<file path="src/rtl/core/lsfg_pkg.sv">
// Shared types, constants and frequency-table helpers for the load-step governor.
package lsfg_pkg;

  localparam int unsigned LOAD_W = 7;
  localparam int unsigned FREQ_W = 22;
  localparam int unsigned MULT_W = 17;
  localparam int unsigned CFG_IDX_W = 2;
  localparam int unsigned CFG_DATA_W = 22;

  // Register reset values
  localparam logic [LOAD_W-1:0] RAISE_PCT_RST = LOAD_W'(95);
  localparam logic              BOOST_RST = 1'b0;
  localparam logic [MULT_W-1:0] SDF_RST = MULT_W'(50);
  localparam logic [FREQ_W-1:0] BIG_LIMIT_RST = FREQ_W'(2808000);
  localparam logic [MULT_W-1:0] MULT_ONE_VAL = MULT_W'(1);

  // Down threshold is up*832000/1053000 - 25. load < that holds exactly when
  // (load + 26) * 81 <= up * 64, since 832000/1053000 reduces to 64/81.
  localparam int unsigned RATIO_NUM = 832000;
  localparam int unsigned RATIO_DEN = 1053000;
  localparam int unsigned RATIO_GCD = 13000;
  localparam int unsigned RATIO_NUM_RED = RATIO_NUM / RATIO_GCD;
  localparam int unsigned RATIO_DEN_RED = RATIO_DEN / RATIO_GCD;
  localparam int unsigned DOWN_MARGIN = 25;
  localparam int unsigned DOWN_CMP_W = 14;

  localparam int unsigned LITTLE_N = 8;
  localparam int unsigned BIG_N = 12;

  localparam logic [FREQ_W-1:0] LITTLE_TAB [LITTLE_N] = '{
    FREQ_W'(832000),  FREQ_W'(1053000), FREQ_W'(1248000), FREQ_W'(1456000),
    FREQ_W'(1690000), FREQ_W'(1794000), FREQ_W'(1898000), FREQ_W'(2002000)
  };

  localparam logic [FREQ_W-1:0] BIG_TAB [BIG_N] = '{
    FREQ_W'(741000),  FREQ_W'(962000),  FREQ_W'(1170000), FREQ_W'(1469000),
    FREQ_W'(1703000), FREQ_W'(1937000), FREQ_W'(2158000), FREQ_W'(2314000),
    FREQ_W'(2496000), FREQ_W'(2652000), FREQ_W'(2704000), FREQ_W'(2808000)
  };

  typedef enum logic [CFG_IDX_W-1:0] {
    CFG_RAISE_PCT = 2'd0,
    CFG_BOOST     = 2'd1,
    CFG_SDF       = 2'd2,
    CFG_BIG_LIMIT = 2'd3
  } lsfg_cfg_idx_e;

  typedef enum logic [1:0] {
    ACT_NONE  = 2'd0,
    ACT_RAISE = 2'd1,
    ACT_LOWER = 2'd2
  } lsfg_action_e;

  typedef enum logic [1:0] {
    MULT_KEEP = 2'd0,
    MULT_LOAD = 2'd1,
    MULT_ONE  = 2'd2
  } lsfg_mult_op_e;

  typedef struct packed {
    logic [LOAD_W-1:0] raise_pct;
    logic              boost;
    logic [MULT_W-1:0] hold_factor;
    logic [FREQ_W-1:0] big_cluster_limit;
  } lsfg_cfg_t;

  typedef struct packed {
    lsfg_action_e      action;
    logic [FREQ_W-1:0] target;
    lsfg_mult_op_e     mult_op;
  } lsfg_dec_t;

  // Next table entry up; the top two entries and misses give the fallback.
  function automatic logic [FREQ_W-1:0] step_up(input logic cl,
                                                input logic [FREQ_W-1:0] cur,
                                                input logic [FREQ_W-1:0] fallback);
    logic [FREQ_W-1:0] res;
    res = fallback;
    if (cl) begin
      for (int i = 0; i < BIG_N - 2; i++) begin
        if (cur == BIG_TAB[i]) res = BIG_TAB[i+1];
      end
    end else begin
      for (int i = 0; i < LITTLE_N - 2; i++) begin
        if (cur == LITTLE_TAB[i]) res = LITTLE_TAB[i+1];
      end
    end
    return res;
  endfunction

  // Next table entry down; the bottom two entries and misses give the fallback.
  function automatic logic [FREQ_W-1:0] step_down(input logic cl,
                                                  input logic [FREQ_W-1:0] cur,
                                                  input logic [FREQ_W-1:0] fallback);
    logic [FREQ_W-1:0] res;
    res = fallback;
    if (cl) begin
      for (int i = 2; i < BIG_N; i++) begin
        if (cur == BIG_TAB[i]) res = BIG_TAB[i-1];
      end
    end else begin
      for (int i = 2; i < LITTLE_N; i++) begin
        if (cur == LITTLE_TAB[i]) res = LITTLE_TAB[i-1];
      end
    end
    return res;
  endfunction

endpackage

</file>
<file path="src/rtl/core/lsfg_cfg_regs.sv">
// Configuration register file of the load-step governor.
module lsfg_cfg_regs import lsfg_pkg::*; (
  input  logic                  clk_i,
  input  logic                  rst_ni,
  input  logic                  cfg_we_i,
  input  logic [CFG_IDX_W-1:0]  cfg_idx_i,
  input  logic [CFG_DATA_W-1:0] cfg_wdata_i,
  output lsfg_cfg_t             cfg_o
);

  lsfg_cfg_t cfg_q, cfg_d;

  always_comb begin
    cfg_d = cfg_q;
    if (cfg_we_i) begin
      unique case (lsfg_cfg_idx_e'(cfg_idx_i))
        CFG_RAISE_PCT: cfg_d.raise_pct = cfg_wdata_i[LOAD_W-1:0];
        CFG_BOOST:     cfg_d.boost = cfg_wdata_i[0];
        CFG_SDF:       cfg_d.hold_factor = cfg_wdata_i[MULT_W-1:0];
        CFG_BIG_LIMIT: cfg_d.big_cluster_limit = cfg_wdata_i[FREQ_W-1:0];
        default:       cfg_d = cfg_q;
      endcase
    end
  end

  always_ff @(posedge clk_i or negedge rst_ni) begin
    if (!rst_ni) begin
      cfg_q.raise_pct         <= RAISE_PCT_RST;
      cfg_q.boost             <= BOOST_RST;
      cfg_q.hold_factor       <= SDF_RST;
      cfg_q.big_cluster_limit <= BIG_LIMIT_RST;
    end else begin
      cfg_q <= cfg_d;
    end
  end

  assign cfg_o = cfg_q;

endmodule

</file>
<file path="src/rtl/core/lsfg_decide.sv">
// Per-sample raise/lower decision and multiplier update selection.
module lsfg_decide import lsfg_pkg::*; (
  input  lsfg_cfg_t         cfg_i,
  input  logic              cluster_i,
  input  logic [LOAD_W-1:0] load_i,
  input  logic [FREQ_W-1:0] current_freq_i,
  input  logic [FREQ_W-1:0] freq_min_i,
  input  logic [FREQ_W-1:0] freq_max_i,
  output lsfg_dec_t         dec_o
);

  logic                  high_load;
  logic                  at_top;
  logic [FREQ_W-1:0]     up_step;
  logic [FREQ_W-1:0]     up_req;
  logic [FREQ_W-1:0]     dn_step;
  logic [FREQ_W-1:0]     dn_req;
  logic [DOWN_CMP_W-1:0] down_lhs;
  logic [DOWN_CMP_W-1:0] down_rhs;
  logic                  below_down;

  assign high_load = (load_i >= cfg_i.raise_pct);
  assign at_top    = (current_freq_i == freq_max_i) ||
                     (cluster_i && (current_freq_i == cfg_i.big_cluster_limit));

  assign up_step = step_up(cluster_i, current_freq_i, freq_max_i);
  always_comb begin
    if (cfg_i.boost || (up_step > freq_max_i)) up_req = freq_max_i;
    else                                       up_req = up_step;
  end

  assign dn_step = step_down(cluster_i, current_freq_i, freq_min_i);
  assign dn_req  = (dn_step < freq_min_i) ? freq_min_i : dn_step;

  // load < up*64/81 - 25, division free
  assign down_lhs = (DOWN_CMP_W'(load_i) + DOWN_CMP_W'(DOWN_MARGIN + 1)) *
                    DOWN_CMP_W'(RATIO_DEN_RED);
  assign down_rhs = DOWN_CMP_W'(cfg_i.raise_pct) * DOWN_CMP_W'(RATIO_NUM_RED);
  assign below_down = (down_lhs <= down_rhs);

  always_comb begin
    dec_o.action  = ACT_NONE;
    dec_o.target  = '0;
    dec_o.mult_op = MULT_KEEP;
    if (high_load) begin
      if (!at_top) begin
        dec_o.action = ACT_RAISE;
        dec_o.target = up_req;
        if ((up_req == freq_max_i) || (up_req == cfg_i.big_cluster_limit)) begin
          dec_o.mult_op = MULT_LOAD;
        end
      end
    end else begin
      dec_o.mult_op = MULT_ONE;
      if ((current_freq_i != freq_min_i) && below_down) begin
        dec_o.action = ACT_LOWER;
        dec_o.target = dn_req;
      end
    end
  end

endmodule

</file>
<file path="src/rtl/core/load_step_frequency_governor.sv">
// Top level of the load-step frequency governor: input stage, decision, result stage.
//
//   channel   direction  handshake                   payload
//   in        sink       in_valid_i / in_stall_o     cluster, load, current/min/max freq
//   out       source     out_valid_o / out_stall_i   action, target_freq, rate_multiplier
//   cfg       sink       cfg_we_i                    cfg_idx_i, cfg_wdata_i
//
// One word per cycle sustained while out is not stalled; a word passes the input register,
// then the decision logic into the result register, which drives out_valid_o.
// The per-cluster multiplier is read and written as a word leaves the input stage,
// so the following word already sees the update.
// Reset (rst_ni low, async) empties both stages, loads the register defaults and
// sets both multipliers to 1. A stall on out holds the result and backs up into
// in_stall_o only when the input stage is also full.
module load_step_frequency_governor import lsfg_pkg::*; (
  input  logic                  clk_i,
  input  logic                  rst_ni,
  // configuration
  input  logic                  cfg_we_i,
  input  logic [CFG_IDX_W-1:0]  cfg_idx_i,
  input  logic [CFG_DATA_W-1:0] cfg_wdata_i,
  // input words
  input  logic                  in_valid_i,
  output logic                  in_stall_o,
  input  logic                  cluster_i,
  input  logic [LOAD_W-1:0]     load_i,
  input  logic [FREQ_W-1:0]     current_freq_i,
  input  logic [FREQ_W-1:0]     freq_min_i,
  input  logic [FREQ_W-1:0]     freq_max_i,
  // result words
  output logic                  out_valid_o,
  input  logic                  out_stall_i,
  output logic [1:0]            action_o,
  output logic [FREQ_W-1:0]     target_freq_o,
  output logic [MULT_W-1:0]     rate_multiplier_o
);

  lsfg_cfg_t cfg;
  lsfg_dec_t dec;

  // input stage
  logic              s1_valid_q, s1_valid_d;
  logic              s1_cluster_q;
  logic [LOAD_W-1:0] s1_load_q;
  logic [FREQ_W-1:0] s1_cur_q;
  logic [FREQ_W-1:0] s1_min_q;
  logic [FREQ_W-1:0] s1_max_q;

  // result stage
  logic              out_valid_q, out_valid_d;
  lsfg_action_e      out_action_q;
  logic [FREQ_W-1:0] out_target_q;
  logic [MULT_W-1:0] out_mult_q;

  // per-cluster rate multiplier
  logic [MULT_W-1:0] mult_q [2];
  logic [MULT_W-1:0] mult_new;

  logic in_fire;
  logic s2_ready;
  logic s1_fire;

  lsfg_cfg_regs u_cfg_regs (
    .clk_i       (clk_i),
    .rst_ni      (rst_ni),
    .cfg_we_i    (cfg_we_i),
    .cfg_idx_i   (cfg_idx_i),
    .cfg_wdata_i (cfg_wdata_i),
    .cfg_o       (cfg)
  );

  lsfg_decide u_decide (
    .cfg_i          (cfg),
    .cluster_i      (s1_cluster_q),
    .load_i         (s1_load_q),
    .current_freq_i (s1_cur_q),
    .freq_min_i     (s1_min_q),
    .freq_max_i     (s1_max_q),
    .dec_o          (dec)
  );

  // handshake
  assign s2_ready   = !out_valid_q || !out_stall_i;
  assign s1_fire    = s1_valid_q && s2_ready;
  assign in_stall_o = s1_valid_q && !s2_ready;
  assign in_fire    = in_valid_i && !in_stall_o;

  always_comb begin
    s1_valid_d = s1_valid_q;
    if (in_fire)      s1_valid_d = 1'b1;
    else if (s1_fire) s1_valid_d = 1'b0;
  end

  assign out_valid_d = s2_ready ? s1_valid_q : out_valid_q;

  // multiplier after this word
  always_comb begin
    case (dec.mult_op)
      MULT_LOAD: mult_new = cfg.hold_factor;
      MULT_ONE:  mult_new = MULT_ONE_VAL;
      default:   mult_new = mult_q[s1_cluster_q];
    endcase
  end

  always_ff @(posedge clk_i or negedge rst_ni) begin
    if (!rst_ni) begin
      s1_valid_q  <= 1'b0;
      out_valid_q <= 1'b0;
      mult_q[0]   <= MULT_ONE_VAL;
      mult_q[1]   <= MULT_ONE_VAL;
    end else begin
      s1_valid_q  <= s1_valid_d;
      out_valid_q <= out_valid_d;
      if (s1_fire) begin
        mult_q[s1_cluster_q] <= mult_new;
      end
    end
  end

  always_ff @(posedge clk_i) begin
    if (in_fire) begin
      s1_cluster_q <= cluster_i;
      s1_load_q    <= load_i;
      s1_cur_q     <= current_freq_i;
      s1_min_q     <= freq_min_i;
      s1_max_q     <= freq_max_i;
    end
    if (s1_fire) begin
      out_action_q <= dec.action;
      out_target_q <= dec.target;
      out_mult_q   <= mult_new;
    end
  end

  assign out_valid_o       = out_valid_q;
  assign action_o          = out_action_q;
  assign target_freq_o     = out_target_q;
  assign rate_multiplier_o = out_mult_q;

endmodule
</file>
<file path="config.mk">
export PLATFORM = sky130hd
export DESIGN_NAME = load_step_frequency_governor
export DESIGN_NICKNAME = d
export VERILOG_FILES = /design/src/rtl/core/lsfg_pkg.sv /design/src/rtl/core/lsfg_cfg_regs.sv /design/src/rtl/core/lsfg_decide.sv /design/src/rtl/core/load_step_frequency_governor.sv
export SDC_FILE = /design/constraint.sdc
export NUM_CORES = 1
export LEC_CHECK = 0
export ABC_AREA = 1
export BUFFER_PORTS_ARGS = -buffer_cell sky130_fd_sc_hd__buf_2
export CORE_ASPECT_RATIO = 2
export CORE_UTILIZATION = 45
export CTS_BUF_LIST = sky130_fd_sc_hd__clkbuf_4
export DETAILED_ROUTE_END_ITERATION = 6
export GPL_TIMING_DRIVEN = 0
export HOLD_SLACK_MARGIN = 0.08
export PLACE_DENSITY = 0.77
export SLEW_MARGIN = 30
export SYNTH_ARGS = -nofsm -noshare
export SYNTH_HDL_FRONTEND = slang
export SYNTH_SLANG_ARGS = --single-unit
</file>
<file path="constraint.sdc">
create_clock -name clk_i -period 4.2 [get_ports clk_i]
set_input_delay 0.42 -clock clk_i [delete_from_list [all_inputs] [get_ports clk_i]]
set_output_delay 0.42 -clock clk_i [all_outputs]
set_load 0.005 [all_outputs]
</file>
==> flow_summary.yaml <==
status:
  status: "finished with violations"
  failed_checks: "DRC, setup timing"
min_path:
  hold_end: "u_cfg_regs.cfg_o[13]"
  hold_depth: 3
  hp-class: "in2reg"
  min_from: "cfg_wdata_i[13]"
worst_setup_path:
  path_buf_inv: 6
  reg2reg_setup_slack_ns: -1.37
  crit_path_start_kind: "flip-flop"
  endpoint_kind: "flip-flop"
  cp_max_fo: 10
  worstSetupPathDepth: 31
  worst-r2r-cell-count: 31
  slowest_delay_ns: 0.56
  critPathKind: "reg2reg"
  cp_data_required_time_ns: 4.64
  r2r-end: "rate_multiplier_o[0]"
  cp.arrival_ns: 6.01
  r2r_start: "s1_cur_q[2]"
  cp_top_family: "simple AND/OR/NAND/NOR gates"
  critPathSlowestCell: "edfxtp_1"
pwr:
  p_sw_share_pct: 42.9
  total_power_uw: 6750
  internal_power_uw: 3860
  netSwitchingPower_uw: 2900
  irDropWorstVdd_v: 0.000332
  p_leak_uw: 0.0103
  clock_power_share_pct: 15.7
  combPwrFrac_pct: 45.7
  p_per_area_mw_per_mm2: 315
  seqPwrFrac_pct: 38.6
drt:
  routed_via_density: 6.13
  drtIter0Drc: 1805
  detail_route.wl_per_cell_um: 28.2
  drc: 1
  detail-route-antenna-nets: 0
  wl_mm: 84.1
  dr.pass1.iters: 7
  dr_total_vias: 18303
timing:
  relSlewSlack_pct: 38.8
  timing.fmax_mhz: 180
  maxSlewViolCount: 0
  period_minus_slack_ns: 5.57
  tns_ns: -86.67
  holdWs_ns: 0.109
  fin_ws_ns: -1.37
  finClkSkew_ns: 0.0526
  min_period_over_period_pct: 133
  worst_pin_slew_ns: 0.914
  setup_viol: 74
  finalHoldViolCount: 0
  rsz0062_at_grt: "yes"
clock_tree:
  htreeDepth: 4
  clk_latency_ns: 0.68
  clkTransAtPathRegs_ns: 0.17
  clk_path_buf_depth: 2
  cts_made_buffers: 17
  cts-root-buf: "clkbuf_4"
  tritoncts: "done"
  clkSinkCount: 198
layout:
  nNetsFinal: 2728
  drive_gt1_share_pct: 32.0
  final_common_cell: "nand2_1"
  final_cell_mix: "nand2_1, inv_1, nand3_1, buf_2, buf_4"
  syn_to_final_growth_pct: 40.2
  final_util_pct: 63.9
  fin_cells: 2987
synthesis:
  synth-edff-count: 115
  netlist_instances: 2128
  netlist_area_mm2: 0.0153
  post_synth.cell_area_avg_um2: 7.17
  ys_seq_area_share_pct: 36.4
  ys.flop_type: "edfxtp_1"
  async_reset_ff_share_pct: 41.9
  synth.net_count: 2321
  ys_warn_count: 0
  synth_seq_cells: 198
  synth.distinct_cells: 58
die:
  io_pins: 146
  die_h_um: 263
  coreArea_mm2: 0.0335
  core.rowCount: 95
  initial_core_util_pct: 45.6
  die_width_um: 132
  dieArea_mm2: 0.0347
placement:
  dp_cells: 2712
  place.gp.congestion: 1.08
  place_hpwl_mm: 59.9
  port-buffer-count: 145
run:
  max_cap_violations: 0
global_routing:
  grt_remaining_overflow: 0
  grt_pass1_vias: 18183
  antenna_found_initial: 5
  grt_max_degree: 68
  grt_usage_pct: 48.4
  grt_pass1_wl_mm: 119
==> worst min-delay path: stages <==
cell and delay (ns):
buf_2 0.08, inv_1 0.07, o21ai_0 0.15
==> synth_stat cells, types with 5 or more instances <==
library cell | count | area share, %
nand2_1 | 685 | 17
inv_1 | 224 | 5.5
nand3_1 | 209 | 6.9
nor2_1 | 166 | 4.1
edfxtp_1 | 115 | 23
o21ai_0 | 99 | 3.2
ha_1 | 89 | 7.3
a21oi_1 | 72 | 2.4
dfrtp_1 | 63 | 10
nand4_1 | 37 | 1.5
clkbuf_1 | 30 | 0.74
inv_2 | 28 | 0.69
nand2_2 | 28 | 1.1
nor3_1 | 25 | 0.82
xnor2_1 | 25 | 1.4
nand3_2 | 21 | 1.4
dfstp_2 | 20 | 3.4
xor2_1 | 19 | 1.1
buf_4 | 18 | 0.89
nor2_2 | 17 | 0.70
o22ai_1 | 15 | 0.61
buf_2 | 11 | 0.36
nor4_1 | 11 | 0.45
nand3b_1 | 10 | 0.49
nor2_4 | 8 | 0.59
o21ai_1 | 8 | 0.26
o211ai_1 | 6 | 0.29
a211oi_1 | 5 | 0.25
and2_1 | 5 | 0.20
buf_6 | 5 | 0.37
nand2_4 | 5 | 0.37
nor3_2 | 5 | 0.33
o21a_1 | 5 | 0.25
==> through the flow <==
stage	area [um^2]	worst slack [ns]
2_1_floorplan	15400	-0.00815
3_3_place_gp	16700	-2.74
3_5_place_dp	16800	-2.70
4_1_cts	19700	-1.01
5_1_grt	21400	-1.59
6_report	21400	-1.37
==> state kept, by name, indices dropped and copies added (netlist names), 2 cells and up <==
signal,cells
mult_q,34
u_cfg_regs.cfg_o,47
s1_min_q,22
action_o,2
s1_cur_q,22
s1_max_q,22
target_freq_o,22
s1_load_q,7
rate_multiplier_o,17
==> kinds of logic (layout without fill, tap and decap cells) <==
kind of cell             count (synthesis)  after routing  synth area share [%]
AO/OA/AOI/OAI                          233            233                  8.50
XOR/XNOR                                44             44                  2.52
multiplexers                             1              1                0.0737
adder cells (fa/ha/maj)                 90             90                  7.42
flip-flops                             198            198                  36.4
AND/OR/NAND/NOR                       1241           1243                  36.4
other                                    0              3                     0
buffers and inverters                  321            739                  8.67
==> area by class of cell <==
type / instances / area, um^2
Fill cell: 2889 / 12100
Clock inverter: 13 / 136
Timing Repair Buffer: 387 / 3080
Sequential cell: 198 / 5560
Antenna cell: 3 / 7.51
Tap cell: 436 / 546
Multi-Input combinational cell: 1611 / 10400
Buffer: 64 / 534
Clock buffer: 19 / 143
Inverter: 256 / 1010
==> how the worst max path moves through the flow <==
stage | from | end
6_report | s1_cur_q[2] | rate_multiplier_o[0]
5_1_grt | s1_cur_q[13] | rate_multiplier_o[0]
3_5_place_dp | s1_cur_q[17] | rate_multiplier_o[0]
3_3_place_gp | s1_cur_q[17] | rate_multiplier_o[0]
2_1_floorplan | s1_cur_q[1] | rate_multiplier_o[0]
4_1_cts | s1_cur_q[17] | rate_multiplier_o[9]
==> per-layer routing <==
metal / track usage [%] / routed length (um)
met1: 42.4 / 23900
met2: 80.4 / 39900
met3: 16.8 / 7980
met4: 55.2 / 12400
met5: 0.997 / 13
==> power groups by stage <==
stage,Sequential [uW],Combinational (uW),Clock [uW]
after global placement,2610,2200,0
after global routing,2600,3290,1110
after floorplan,2510,1450,0
final,2600,3090,1060
after CTS,2560,2530,1050
after detailed placement,2610,2270,0
==> repair_timing <==
item | 4_1_cts | 5_1_grt
hold endpoints to repair | 166 | 0
endpoints found under the setup margin | 74 | 74
resized for setup | 236 | 265
hold buffers | 96 | 0
setup buffers | 79 | 59
pin swaps | 71 | 88
gates cloned | 3 | 3
No activity file was read; power rests on OpenSTA's default activity.
